`src/nbg_ram.sv`:
```
// Generic single-write, single-read RAM with a registered read port.
// No dependencies.
`timescale 1ns / 1ps
`default_nettype none
module nbg_ram #(
   parameter int unsigned WIDTH = 32,
   parameter int unsigned DEPTH = 64
) (
   input  wire logic                     clock,
   input  wire logic                     wr_en,
   input  wire logic [$clog2(DEPTH)-1:0] wr_addr,
   input  wire logic [WIDTH-1:0]         wr_data,
   input  wire logic [$clog2(DEPTH)-1:0] rd_addr,
   output logic      [WIDTH-1:0]         rd_data
);
   logic [WIDTH-1:0] mem_ff [DEPTH];
   logic [WIDTH-1:0] rd_data_ff;

   always_ff @(posedge clock) begin
      if (wr_en) begin
         mem_ff[wr_addr] <= wr_data;
      end
      rd_data_ff <= mem_ff[rd_addr];
   end

   assign rd_data = rd_data_ff;
endmodule
`default_nettype wire

```
`config.mk`:
```
export PLATFORM = sky130hd
export DESIGN_NAME = nbg_ram
export DESIGN_NICKNAME = d
export VERILOG_FILES = /design/src/nbg_ram.sv
export SDC_FILE = /design/constraint.sdc
export NUM_CORES = 2
export LEC_CHECK = 0
export BUFFER_PORTS_ARGS = -buffer_cell sky130_fd_sc_hd__buf_2
export CORE_AREA = 2 2 396 398
export CTS_CLUSTER_DIAMETER = 30
export DETAILED_ROUTE_END_ITERATION = 6
export DIE_AREA = 0 0 398 400
export PLACE_DENSITY = 0.74
export SLEW_MARGIN = 5
export SYNTH_ARGS = -nofsm -noshare
export SYNTH_HDL_FRONTEND = slang
export SYNTH_SLANG_ARGS = --single-unit
```
`constraint.sdc`:
```
create_clock -name clock -period 3.5 [get_ports clock]
set_input_delay 0.35 -clock clock [delete_from_list [all_inputs] [get_ports clock]]
set_output_delay 0.35 -clock clock [all_outputs]
set_load 0.01 [all_outputs]
```
---- Word level (Yosys, flattened, before mapping) ----
Memories as Yosys holds them, arrays and structs flattened. A register that Yosys moved wholly into a read port is not among the register bits.
Index checks and enable logic that the tools add are counted.
storage, ports and cells
  flip-flop bits (word level) ............. 0
  RAM bits ................................ 2048
  input bits .............................. 46
  output and inout port bits .............. 32
  logic and storage cells ................. 3
  memories kept ........................... 1
memory list
  name    words  width  read ports  clocked after Yosys merged registers in  write ports  RTL line  RTL
  mem_ff  64     32     1           1                                        1            16        logic [WIDTH-1:0] mem_ff [DEPTH];
cells by class
  multiplexer cells ....................... 2
operator list
  cell    number
  $mux 1  2

---- Logic depth before layout (Yosys ltp) ----
  depth after elaboration ................. 2
  gate-level depth with buffers ........... 10
  gate-level depth less buffers ........... 5

---- Least setup slack after synthesis ----
No wires, ideal clock.
  path kind ............................... in2reg
  start ................................... input port wr_addr[3]
  end ..................................... memory mem_ff[48][0], enable pin
  data arrival time ....................... 3.049 ns
  data required time ...................... 3.039 ns
  setup slack ............................. -0.010 ns
  cell stages on the path ................. 4
  cells stage by stage .................... clkbuf_1 > nor2b_1 > nand4b_1 > nor3_1
RTL lines
  what         RTL line  RTL
  from (decl)  11        input wire logic [$clog2(DEPTH)-1:0] wr_addr,
  to (decl)    16
No word-level cell before the write port.

==> results.json <==
{
  "run_status": "finished, final reports clean",
  "crit_required_ns": 4.28,
  "synth_common_cells": "2,048 x edfxtp_1, 544 x mux4_2, 137 x nor2_1",
  "dp_hpwl_mm": 108,
  "p_per_area_nw_per_um2": 682,
  "synth.net_count": 3370,
  "setup-violations-final": 0,
  "syn_area_um2": 78500,
  "drt-initial-drc-count": 5940,
  "die_area_um2": 159000,
  "max-cap-violations": 0,
  "drive_gt1_share_pct": 36.2,
  "dr.pass1.iters": 5,
  "htreeDepth": 5,
  "tns_ns": 0,
  "cts_setup_buffers": 0,
  "hold_path_class": "input pin to flip-flop",
  "wl_per_cell_um": 35.6,
  "core_um2": 155000,
  "end_kind": "flip-flop",
  "rsz0062_at_grt": "no",
  "grt_use_total_pct": 27.9,
  "final.min_clock_period_ns": 2.48,
  "cp-start-kind": "input pin",
  "yosys_register_bits": 2080,
  "synth_cells": 3324,
  "ioPinCount": 78,
  "insertion_delay_ns": 0.92,
  "cts_tree": "built",
  "crit_type": "input pin to flip-flop",
  "synth-edff-count": 2048,
  "clock-sinks": 2080,
  "synth-main-ff-cell": "edfxtp_1",
  "ctsResizeCount": 0,
  "cts-root-buf": "clkbuf_16",
  "postRouteAntennaNets": 0,
  "start_util_pct": 50.6,
  "finalCritPeriodShare_pct": 71.0,
  "p_switching_mw": 13.8,
  "vias": 40400,
  "synth_top_area_share_pct": 78.3,
  "slew_viol_final": 0,
  "fin_nets": 3844,
  "internal-power_mw": 51.3,
  "hold_violations": 0,
  "synth_top_area_cell": "edfxtp_1",
  "grt_max_degree": 65,
  "port_buffers": 77,
  "p_comb_share_pct": 4.0,
  "async_flop_share_pct": 0,
  "grt_pass1_wl_mm": 310,
  "synth_warnings": 0,
  "whs_ns": 0.109,
  "grt_pass1_vias": 42100,
  "avgSynthCellArea_um2": 23.6,
  "synthTopCellsByArea": "edfxtp_1 78%, mux4_2 16%, mux2i_1 1.2%",
  "ys_types": 34,
  "die_y_um": 400,
  "peakVddDrop_mv": 0.592,
  "drc_errors": 0,
  "p_seq_share_pct": 42.7,
  "antenna_found_initial": 9,
  "crit_fanout": 39,
  "fp.dieW_um": 398,
  "gp_congestion": 0.798,
  "slew_headroom_pct": 12.3,
  "cts_made_buffers": 358,
  "clkPwrFrac_pct": 53.3,
  "tightest_slew_ns": 1.32,
  "cp.arrival_ns": 3.26,
  "clkSlewWorstSetupHoldPaths_ns": 0.05,
  "fmax_mhz": 403,
  "p_leak_nw": 30.8,
  "finalClockSkew_ns": 0.0564,
  "holdBufCountCts": 1,
  "routed_wl_mm": 218,
  "yosysMostFrequentCell": "edfxtp_1",
  "yosysSeqAreaShare_pct": 79.1,
  "area_growth_pct": 21.6,
  "via_per_inst": 6.58,
  "cts_max_path_buffers": 4,
  "grt.overflow.total": 0,
  "swShare_pct": 21.2,
  "row_count": 145
}
## state kept, by name, indices dropped and copies added, names as in the netlist
| name | cells |
|---|---|
| mem_ff | 2048 |
| rd_data | 32 |
## path summary, 6_finish.rpt
path	startpoint	to	slack [ns]	cells after the start
setup / recovery	rd_addr[0]	rd_data[23]	1.02	7
hold / removal	wr_data[7]	mem_ff[14][7]	0.11	1
setup reg to reg	mem_ff[36][23]	rd_data[23]	1.24	4
hold reg to reg	mem_ff[12][8]	rd_data[8]	0.73	4
## cells in the final DEF (no fill, tap or decap), types with 3 or more instances in the layout
cell type,count
o22ai_1,84
a311oi_1,8
nor3_1,5
o221ai_1,27
nor2b_1,15
nor2_1,75
buf_2,73
buf_8,3
a21oi_1,62
clkbuf_1,35
mux4_2,544
dfxtp_1,32
clkinvlp_4,28
or3b_2,3
buf_4,157
clkbuf_16,365
or3_1,3
clkinv_1,34
nand2b_1,7
inv_6,32
nand3b_1,5
bufinv_16,46
clkbuf_8,10
inv_8,4
edfxtp_1,2048
mux2i_1,93
a41o_1,4
nor2_4,62
clkinv_2,53
nand3_1,5
buf_12,62
and3_1,4
clkinv_4,27
a22oi_1,12
o32ai_1,4
nand2_1,26
## worst max-delay path, cell delays in order
cell,delay [ns]
buf_8,0.45
buf_12,0.31
buf_4,0.24
mux4_2,0.53
mux4_2,0.52
o22ai_1,0.63
nor2_1,0.13
## cells by family (layout without fill, tap and decap cells)
kind of cell | after synthesis | count (layout) | synth area share (%)
compound gates | 202 | 202 | 1.67
buf+inv | 182 | 931 | 1.13
flops | 2080 | 2080 | 79.1
mux | 637 | 637 | 16.8
other cells | 0 | 2 | 0
simple gates | 223 | 223 | 1.27
## metal layers
| metal | GRT usage [%] | part of all wire, % | up-vias | routed length [um] |
|---|---|---|---|---|
| met5 | 0 | 0.034 | - | 74 |
| met4 | 12.5 | 4.4 | 12 | 9650 |
| met3 | 7.68 | 13 | 576 | 28300 |
| met2 | 43.7 | 48 | 3214 | 105000 |
| met1 | 36.8 | 35 | 21200 | 75600 |
| li1 | - | - | 15300 | - |
## area by class of cell
cell class / count / area [um^2]
Clock buffer: 410 / 9400
Tap cell: 2058 / 2570
Timing Repair Buffer: 296 / 2840
Antenna cell: 2 / 5.00
Sequential cell: 2080 / 62100
Multi-Input combinational cell: 1062 / 16000
Fill cell: 9829 / 59600
Clock inverter: 225 / 2570
## power groups by stage
| stage | Clock, mW | Sequential [mW] | Combinational [mW] |
|---|---|---|---|
| 2_1_floorplan | 0 | 28.2 | 1.34 |
| 3_3_place_gp | 0 | 28.2 | 2.47 |
| 4_1_cts | 35.0 | 27.8 | 2.59 |
| 3_5_place_dp | 0 | 28.2 | 2.52 |
| 5_1_grt | 36.0 | 27.8 | 2.71 |
| 6_report | 34.7 | 27.8 | 2.60 |
## per-stage QoR
stage / cells / cell area, um^2 / power [mW] / worst slack (ns) / utilization (%)
after floorplan: 3324 / 78500 / 29.5 / 0.498 / -
after CTS: 6131 / 95500 / 65.3 / 1.03 / 61.6
after detailed placement: 5495 / 83500 / 30.8 / 0.106 / 53.8
final: 6133 / 95500 / 65.1 / 1.02 / 61.6
after global placement: 5495 / 83500 / 30.7 / 0.107 / 53.8
after global routing: 6131 / 95500 / 66.5 / 1.00 / 61.6
No activity file was read; power rests on OpenSTA's default activity.
