--- src/nbg_pkg.sv ---
// Shared types and constants for the 2D gravity N-body block.
// Used by nbg_serial, nbody_gravity_euler_2d_top and the testbench; no dependencies.
`timescale 1ns / 1ps
`default_nettype none
package nbg_pkg;
   localparam int unsigned DEF_MAX_BODIES = 64;
   localparam int unsigned DEF_FRAC_BITS  = 16;
   localparam int unsigned SER_W          = 64;

   typedef struct packed {
      logic start;
      logic root;
   } ser_ctl_type;
endpackage
`default_nettype wire

--- src/nbg_serial.sv ---
// Bit-serial unit: integer square root or unsigned division, one bit per cycle.
// Depends on nbg_pkg.
`timescale 1ns / 1ps
`default_nettype none
module nbg_serial import nbg_pkg::*; (
   input  wire logic             clock,
   input  wire logic             reset,
   input  wire ser_ctl_type      ctl,
   input  wire logic [SER_W-1:0] opd_a,
   input  wire logic [SER_W-1:0] opd_b,
   output logic                  done,
   output logic [SER_W-1:0]      result
);
   localparam int unsigned CNT_W = $clog2(SER_W);

   logic             run_ff;
   logic             done_ff;
   logic             root_ff;
   logic [CNT_W-1:0] cnt_ff;
   logic [SER_W-1:0] acc_ff;
   logic [SER_W-1:0] res_ff;
   logic [SER_W-1:0] bit_ff;
   logic [SER_W-1:0] den_ff;

   logic [SER_W-1:0] sum_in;
   logic [SER_W:0]   trial_in;
   logic             ge_root;
   logic             ge_div;

   always_comb begin
      sum_in   = res_ff + bit_ff;
      trial_in = {acc_ff, res_ff[SER_W-1]};
      ge_root  = acc_ff >= sum_in;
      ge_div   = trial_in >= {1'b0, den_ff};
   end

   always_ff @(posedge clock) begin
      if (reset) begin
         run_ff  <= 1'b0;
         done_ff <= 1'b0;
      end else begin
         done_ff <= 1'b0;
         if (ctl.start) begin
            run_ff  <= 1'b1;
            root_ff <= ctl.root;
            if (ctl.root) begin
               acc_ff <= opd_a;
               res_ff <= '0;
               bit_ff <= SER_W'(1) << (SER_W - 2);
               cnt_ff <= CNT_W'(SER_W / 2 - 1);
            end else begin
               acc_ff <= '0;
               res_ff <= opd_a;
               den_ff <= opd_b;
               cnt_ff <= CNT_W'(SER_W - 1);
            end
         end else if (run_ff) begin
            if (root_ff) begin
               if (ge_root) begin
                  acc_ff <= acc_ff - sum_in;
                  res_ff <= (res_ff >> 1) + bit_ff;
               end else begin
                  res_ff <= res_ff >> 1;
               end
               bit_ff <= bit_ff >> 2;
            end else begin
               if (ge_div) begin
                  acc_ff <= SER_W'(trial_in - {1'b0, den_ff});
                  res_ff <= {res_ff[SER_W-2:0], 1'b1};
               end else begin
                  acc_ff <= trial_in[SER_W-1:0];
                  res_ff <= {res_ff[SER_W-2:0], 1'b0};
               end
            end
            if (cnt_ff == '0) begin
               run_ff  <= 1'b0;
               done_ff <= 1'b1;
            end else begin
               cnt_ff <= cnt_ff - 1'b1;
            end
         end
      end
   end

   assign done   = done_ff;
   assign result = res_ff;
endmodule
`default_nettype wire

--- config.mk ---
export PLATFORM = sky130hd
export DESIGN_NAME = nbg_serial
export DESIGN_NICKNAME = d
export VERILOG_FILES = /design/src/nbg_pkg.sv /design/src/nbg_serial.sv
export SDC_FILE = /design/constraint.sdc
export NUM_CORES = 1
export LEC_CHECK = 0
export ABC_AREA = 1
export BUFFER_PORTS_ARGS = -buffer_cell sky130_fd_sc_hd__buf_2
export CAP_MARGIN = 20
export CORE_ASPECT_RATIO = 1.75
export CORE_MARGIN = 4
export CORE_UTILIZATION = 34
export CTS_CLUSTER_DIAMETER = 60
export DETAILED_ROUTE_END_ITERATION = 8
export GPL_TIMING_DRIVEN = 0
export MAX_ROUTING_LAYER = met4
export PLACE_DENSITY = 0.54
export REMOVE_ABC_BUFFERS = 1
export SLEW_MARGIN = 20
export SYNTH_ARGS = -nofsm -noshare
export SYNTH_HDL_FRONTEND = slang
export SYNTH_SLANG_ARGS = --single-unit
--- constraint.sdc ---
create_clock -name clock -period 12.3 [get_ports clock]
set_clock_uncertainty 0.15 [all_clocks]
set_input_delay 2.46 -clock clock [delete_from_list [all_inputs] [get_ports clock]]
set_output_delay 2.46 -clock clock [all_outputs]
set_load 0.005 [all_outputs]
# ---- Word-level counts from Yosys, hierarchy flattened
# Cells that the tools add are included.
dict set report op_classes {
  add_sub_neg 5
  order_cmp 2
  n_eq_ne 3
  mux 24
  bitwise_logic 3
  reduce_logical 10
}
# op count
set ops {}
lappend ops {{64-bit two-way mux} 15}
lappend ops {{64-bit subtractor} 2}
lappend ops {{65-bit by 64-bit >= comparator with 1-bit output} 1}
lappend ops {{63-bit by 64-bit adder with 64-bit output} 1}
lappend ops {{64-bit adder} 1}
lappend ops {{64-bit >= comparator} 1}
lappend ops {{6-bit two-way mux} 4}
lappend ops {{3-bit AND reduction} 3}
lappend ops {{6-bit logical NOT} 1}
lappend ops {{6-bit by 1-bit subtractor with 6-bit output, second input constant} 1}
lappend ops {{1-bit two-way mux} 5}
lappend ops {{2-bit != test, second input constant} 2}
lappend ops {{2-bit AND reduction} 2}
lappend ops {{4-bit AND reduction} 1}
lappend ops {{2-bit nonzero test} 2}
lappend ops {{3-bit by 2-bit != test with 1-bit output, second input constant} 1}
lappend ops {{1-bit NOT} 3}
lappend ops {{3-bit OR reduction} 1}
dict set report totals {
  reg_bits 265
  in_bits 132
  elab_cells 55
}

# ---- Depth between registers and ports, before layout
# Gate-level depths: netlist (run 1).
dict set report logic_depth {
  ltp_word 6
  ltp_mapped 31
  mapped_depth_nobuf 31
}

# ---- Worst setup path after synthesis (run 1)
# OpenSTA, ideal clock, no wires.
dict set report synth_path {
  path_type {reg2reg}
  start {register res_ff[10] (netlist: result[10])}
  end {register acc_ff[0] (enable)}
  setup_ps 487
  arrival_time_ps 6199
  setup_slack_ps 5464
  stages_incl_launch_ff 24
  path_buffers 1
  synth_period_minus_slack_ps 6836
  cell_sequence {edfxtp_1 > ha_1 > nand2_1 > o21ai_0 > nand2_1 > o21ai_0 > a21oi_1 > o21ai_0 > nand2_1 > nand2_1 > o21ai_0 > xor2_1 > ha_1 > nand2_1 > nor2_1 > inv_1 > nor2_1 > nand2_1 > nor2_2 > nand3_1 > nand3_4 > nor2_8 > buf_6 > nor2_1}
}
dict set report synth_between {
  elab_chain_len 4
}
# item line
set synth_lines {}
lappend synth_lines {{from (decl)} nbg_serial.sv:21} ;# logic [SER_W-1:0] res_ff;
lappend synth_lines {{from (signal assigned)} nbg_serial.sv:53} ;# res_ff <= opd_a;
lappend synth_lines {{from (signal assigned)} nbg_serial.sv:61} ;# res_ff <= (res_ff >> 1) + bit_ff;
lappend synth_lines {{from (signal assigned)} nbg_serial.sv:63} ;# res_ff <= res_ff >> 1;
lappend synth_lines {{64-bit adder} nbg_serial.sv:31} ;# sum_in = res_ff + bit_ff;
lappend synth_lines {{64-bit >= comparator} nbg_serial.sv:33} ;# ge_root = acc_ff >= sum_in;
lappend synth_lines {{3-bit by 2-bit != test with 1-bit output (no line)} n/a}
lappend synth_lines {{3-bit AND reduction (no line)} n/a}
lappend synth_lines {{to (signal assigned)} nbg_serial.sv:47} ;# acc_ff <= opd_a;
lappend synth_lines {{to (signal assigned)} nbg_serial.sv:60} ;# acc_ff <= acc_ff - sum_in;
lappend synth_lines {{to (signal assigned)} nbg_serial.sv:68} ;# acc_ff <= SER_W'(trial_in - {1'b0, den_ff});
lappend synth_lines {{to (decl)} nbg_serial.sv:20} ;# logic [SER_W-1:0] acc_ff;
# Every way passes these cells.
# A chain may end at the register's enable or synchronous reset.

# ---- Worst setup path in the final report (run 1)
dict set report layout_path {
  start {register res_ff[6] (netlist: result[6])}
  end {register acc_ff[55] (enable)}
}
# The elaborated chain is that of the path after synthesis.

==> results of run 1 <==
==> critical path: cells and delay by family, from the launching register on <==
kind / cells / cell delay (ns)
buffers and inverters: 3 / 0.44
AO/OA/AOI/OAI: 5 / 1.58
AND/OR/NAND/NOR: 13 / 3.24
XOR/XNOR: 1 / 0.28
adder cells (fa/ha/maj): 2 / 0.77
flip-flops: 1 / 0.53
==> Yosys cell counts, types with 29 or more instances <==
| cell type | number |
|---|---|
| nand2_1 | 1779 |
| inv_1 | 950 |
| nor2_1 | 495 |
| nand3_1 | 390 |
| o21ai_0 | 270 |
| a21oi_1 | 260 |
| edfxtp_1 | 231 |
| ha_1 | 196 |
| xor2_1 | 79 |
| nand4_1 | 50 |
| nor3_1 | 43 |
| xnor2_1 | 37 |
| nand3b_1 | 36 |
| clkbuf_1 | 29 |
==> cells by family after synthesis <==
kind of cell | share of synthesized area [%]
xor gates and xnor gates | 3.42
DFF | 23.5
AOI/OAI and AO/OA | 11.7
adders and majority gates | 8.38
and+or+nand+nor | 39.5
buffers and inverters | 13.5
==> routing by layer <==
layer | part of all wire, % | global-route usage, % | routed length [um]
met1 | 35 | 30.7 | 51300
met2 | 53 | 59.3 | 77100
met3 | 3.3 | 1.70 | 4850
met4 | 9.2 | 22.9 | 13600
met5 | 0 | - | 0
==> how the worst max path moves through the flow <==
stage	startpoint	end	cells after the start
after floorplan	ctl[1]	den_ff[0]	4
after global placement	ctl[1]	den_ff[0]	5
after detailed placement	result[2]	acc_ff[56]	24
after CTS	result[6]	acc_ff[55]	24
after global routing	result[6]	acc_ff[51]	24
final	result[6]	acc_ff[55]	24
==> state kept, by name (all words and copies together), names as in the netlist <==
name / cells
result: 64
root_ff: 1
cnt_ff: 6
run_ff: 1
bit_ff: 32
done: 1
den_ff: 64
acc_ff: 64
==> through the flow <==
step / total power [mW] / utilization [%] / cell area [sq um] / hold slack [ns]
5_1_grt: 4.16 / 38.2 / 33200 / 0.340
4_1_cts: 3.91 / 38.2 / 33200 / 0.315
3_5_place_dp: 2.98 / 37.1 / 32200 / 0.306
6_report: 3.91 / 38.2 / 33200 / 0.317
2_1_floorplan: 2.27 / - / 29300 / 0.291
3_3_place_gp: 2.96 / 36.6 / 31700 / 0.297
==> report_power, final <==
part	internal, mW	leakage, nW	switching [mW]
combinational	0.580	14.2	1.34
clock	0.506	0.485	0.415
sequential	0.964	2.21	0.101
==> layout make-up <==
type	instances	share of cell area [%]
sequential	233	21.0
timing repair buffer	218	4.10
inverter	957	10.9
clock buffer	31	2.34
multi-input combinational	3816	56.6
clock inverter	24	0.653
antenna	1	0.00754
tap	1160	4.38
==> flow_summary.json, run 1 <==
{
  "die_h_um": 399,
  "hold_end": "done",
  "syn_inst": 5081,
  "reg2reg_to": "acc_ff[55]",
  "antenna_left": 0,
  "post_cts_resized": 0,
  "regToRegStartpoint": "result[6]",
  "grt_pass1_wl_mm": 209,
  "drive_above_1_share_pct": 6.19,
  "most-common-layout-cells": "1779 x nand2_1, 949 x inv_1, 491 x nor2_1",
  "tightest_slew_ns": 1.08,
  "cts_sinks": 233,
  "path_clk_slew_ns": 0.07,
  "synth_area_leaders": "edfxtp_1 23%, nand2_1 22%, inv_1 12%, ha_1 8.2%, nand3_1 6.6%",
  "synth_ff_type": "edfxtp_1",
  "post-place-cells": 6384,
  "start_kind": "flop",
  "netlist.area_leader.share_pct": 23.3,
  "cts_root_buffer": "clkbuf_16",
  "synth-seq-area-share_pct": 23.5,
  "die_x_um": 232,
  "hold_violations": 0,
  "worstPathMaxFanout": 62,
  "synth_area_sq_mm": 0.0297,
  "yosys_warnings": 0,
  "slew_viol_final": 0,
  "grt_overflow": 0,
  "cp_slowest_cell": "nor2_8",
  "grt_max_degree": 72,
  "hp-start": "run_ff",
  "final_common_cell": "nand2_1",
  "hold_depth": 2,
  "grt_usage_pct": 31.7,
  "wl_per_cell_um": 22.8,
  "port_buffers": 196,
  "grt_antenna_before_repair": 0,
  "nFillCells": 9987,
  "holdBufCountCts": 0,
  "rsz0062_at_grt": "false",
  "power_density_mw_per_mm2": 118,
  "drt-initial-drc-count": 2008,
  "end_kind": "flop",
  "clkLatencyLatePin_ns": 0.64,
  "fmax_mhz": 135,
  "arrival_ns": 7.61,
  "grt_pass1_vias": 33402,
  "setup_ws_ns": 4.91,
  "ir_worst_vdd_uv": 115,
  "via_per_inst": 5.11,
  "drtPass1Iterations": 5,
  "min_path_type": "flop to flop",
  "synth_top_cell_by_area": "edfxtp_1",
  "rows": 143,
  "ff2ff_path_depth": 24,
  "postCtsSetupBuffers": 0,
  "pin_count": 197,
  "dp_hpwl_mm": 127,
  "synth_enable_flop_cells": 231,
  "critPathMostFrequentCell": "nand2_1",
  "start_util_pct": 34.3,
  "vias": 32906,
  "nets": 5586,
  "finalNonFillerCells": 6440,
  "multi_input_area_sq_mm": 0.0188,
  "clk_path_buf_depth": 3,
  "status": "finished clean",
  "synth.distinct_cells": 57,
  "syn_area_per_cell_sq_um": 5.85,
  "crit_type": "flop to flop",
  "max_slew_margin_pct": 27.9,
  "drc_errors": 0,
  "maxCapViolations": 0,
  "crit_chain": "ha_1 -> nand2_1 -> o21ai_0 -> inv_1 -> nand2_1 -> a21oi_1 -> o21ai_0 -> nand3_1 -> nand2_1 -> nand2_1 -> nand2_1 -> xor2_1 -> ha_1 -> inv_1 -> o21ai_0 -> nor2_1 -> nor2_1 -> nor2_1 -> nand2_1 -> a21oi_1 -> nand3_4 -> nor2_8 -> nor2_4 -> buf_12",
  "dieArea_sq_mm": 0.0924,
  "core_area_sq_mm": 0.0868,
  "p_leak_nw": 16.9,
  "gp_congestion": 0.980,
  "ys_seq_elements": 233,
  "min_period_ns": 7.39,
  "cp.required_ns": 12.52,
  "area_delta_synth_final_pct": 11.6,
  "drt_wl_total_mm": 147,
  "pre_cts_slack_ns": 5.03,
  "r2r_slack_ns": 4.91,
  "regArea_sq_mm": 0.00698,
  "tritoncts": "yes",
  "cts_inserted_buffers": 30,
  "final-setup-viol-count": 0,
  "max_stage_delay_ns": 0.86,
  "h-tree-depth": 1,
  "post-route-period-util_pct": 60.1,
  "async_reset_ff_share_pct": 0,
  "setup_tns_ns": 0
}
Note: power is estimated with default switching activity, not from simulation.
==> run 2, diff against run 1 <==
==> constraint.sdc (replaced) <==
create_clock -name clock -period 7.5 [get_ports clock]
set_clock_uncertainty 0.15 [all_clocks]
set_input_delay 1.5 -clock clock [delete_from_list [all_inputs] [get_ports clock]]
set_output_delay 1.5 -clock clock [all_outputs]
set_load 0.005 [all_outputs]
==> run 2 against run 1 <==
Effect of this change:
- final cell count is essentially flat
- critical path type unchanged
- worst setup slack lost 4.6 ns
- hold slack lost 0.0016 ns
- largest cell class unchanged
- first-iteration DRC count grew 3.7%
- highest routed layer unchanged
==> flow_summary.json, run 2 (same netlist as run 1, synthesis figures left out) <==
{
  "start_util_pct": 34.3,
  "dieArea_sq_mm": 0.0924,
  "worstPathMaxFanout": 63,
  "rsz0062_at_grt": "false",
  "nets": 5587,
  "max_slew_margin_pct": 27.0,
  "start_kind": "flop",
  "drt-initial-drc-count": 2082,
  "power_density_mw_per_mm2": 193,
  "final-setup-viol-count": 0,
  "maxCapViolations": 0,
  "port_buffers": 196,
  "hold-worst-slack_ns": 0.316,
  "regToRegStartpoint": "result[14]",
  "ir_worst_vdd_uv": 188,
  "antenna_left": 0,
  "holdBufCountCts": 0,
  "worstSetupStartpoint": "result[14]",
  "tritoncts": "yes",
  "post-place-cells": 6384,
  "min_path_type": "flop to flop",
  "die_h_um": 399,
  "h-tree-depth": 1,
  "status": "finished clean",
  "tightest_slew_ns": 1.10,
  "end_kind": "flop",
  "grt_antenna_before_repair": 0,
  "most-common-layout-cells": "1779 x nand2_1, 949 x inv_1, 491 x nor2_1",
  "drt_wl_total_mm": 147,
  "area_delta_synth_final_pct": 11.6,
  "pin_count": 197,
  "drc_errors": 0,
  "place_area_sq_mm": 0.0322,
  "grt_pass1_wl_mm": 209,
  "path_clk_slew_ns": 0.07,
  "slew_viol_final": 0,
  "postCtsSetupBuffers": 0,
  "cts_inserted_buffers": 30,
  "grt_max_degree": 72,
  "fmax_mhz": 140,
  "hp-start": "run_ff",
  "rows": 143,
  "vias": 32907,
  "arrival_ns": 7.32,
  "dp_hpwl_mm": 127,
  "clkLatencyLatePin_ns": 0.64,
  "gp_congestion": 0.980,
  "p_leak_nw": 16.9,
  "drtPass1Iterations": 6,
  "clk_path_buf_depth": 3,
  "die_x_um": 232,
  "via_per_inst": 5.11,
  "hold_violations": 0,
  "grt_pass1_vias": 33402,
  "drive_above_1_share_pct": 6.21,
  "cp.required_ns": 7.67,
  "core_area_sq_mm": 0.0868,
  "cts_root_buffer": "clkbuf_16",
  "grt_usage_pct": 31.7,
  "post-route-period-util_pct": 95.4,
  "finalNonFillerCells": 6441,
  "grt_overflow": 0,
  "crit_type": "flop to flop",
  "wl_per_cell_um": 22.9,
  "cts_sinks": 233,
  "min_period_ns": 7.15,
  "final_area_sq_mm": 0.0332,
  "final_common_cell": "nand2_1"
}
-- run 2: cell type report --
type	instances	area, sq um
well taps	1160	1450
repair buffers	218	1360
clock buffers	31	776
multi-input cells	3817	18800
inverters	957	3610
flip-flops and latches	233	6980
clock inverters	24	216
fillers	9987	53600
diodes	1	2.50
-- run 2: per-stage QoR --
step	setup TNS [ns]	worst slack [ns]	utilization [%]	power [mW]
6_report	0	0.347	38.2	6.41
5_1_grt	0	0.103	38.2	6.83
4_1_cts	0	0.184	38.2	6.41
3_5_place_dp	0	0.227	37.1	4.89
3_3_place_gp	-790.89	-6.19	36.6	4.86
2_1_floorplan	0	0.00355	-	3.73
-- run 2: where the power goes --
part | switching (mW) | internal [mW] | total, mW
Sequential | 0.166 | 1.58 | 1.75
Combinational | 2.21 | 0.952 | 3.16
Clock | 0.678 | 0.829 | 1.51
Total | 3.05 | 3.36 | 6.41
-- run 2: timing repair --
item                                    4_1_cts  5_1_grt
endpoints found under the setup margin        0       47
endpoints found under the hold margin         0        0
gates resized for setup                       0        1
-- run 2: metal layers --
layer,wire [um],up-vias,GRT usage (%)
met5,0,-,-
met4,13600,0,22.9
met3,4730,357,1.70
met2,77500,936,59.3
met1,51500,15130,30.7
li1,-,16484,-
-- run 2: path summary, 6_finish.rpt --
kind	cells after the start	end	slack, ns
setup / recovery	22	acc_ff[55]	0.35
hold / removal	2	done	0.32
setup reg to reg	22	acc_ff[55]	0.35
hold reg to reg	2	done	0.32
-- run 2: worst max-delay path, stage by stage (launching register included) --
cell,delay (ns)
edfxtp_1,0.54
ha_1,0.43
nand2_1,0.11
o21ai_0,0.31
nand2_1,0.16
o21ai_0,0.10
a21oi_1,0.19
o21ai_0,0.75
nand3_1,0.36
nand3_1,0.18
nand2_1,0.10
ha_1,0.44
nand2_1,0.14
nor2_2,0.16
inv_1,0.08
nor2_1,0.19
nand2_1,0.17
nor2_2,0.17
nand3_1,0.15
nand3_4,0.63
nor2_8,0.24
nor2_4,0.65
buf_12,0.27
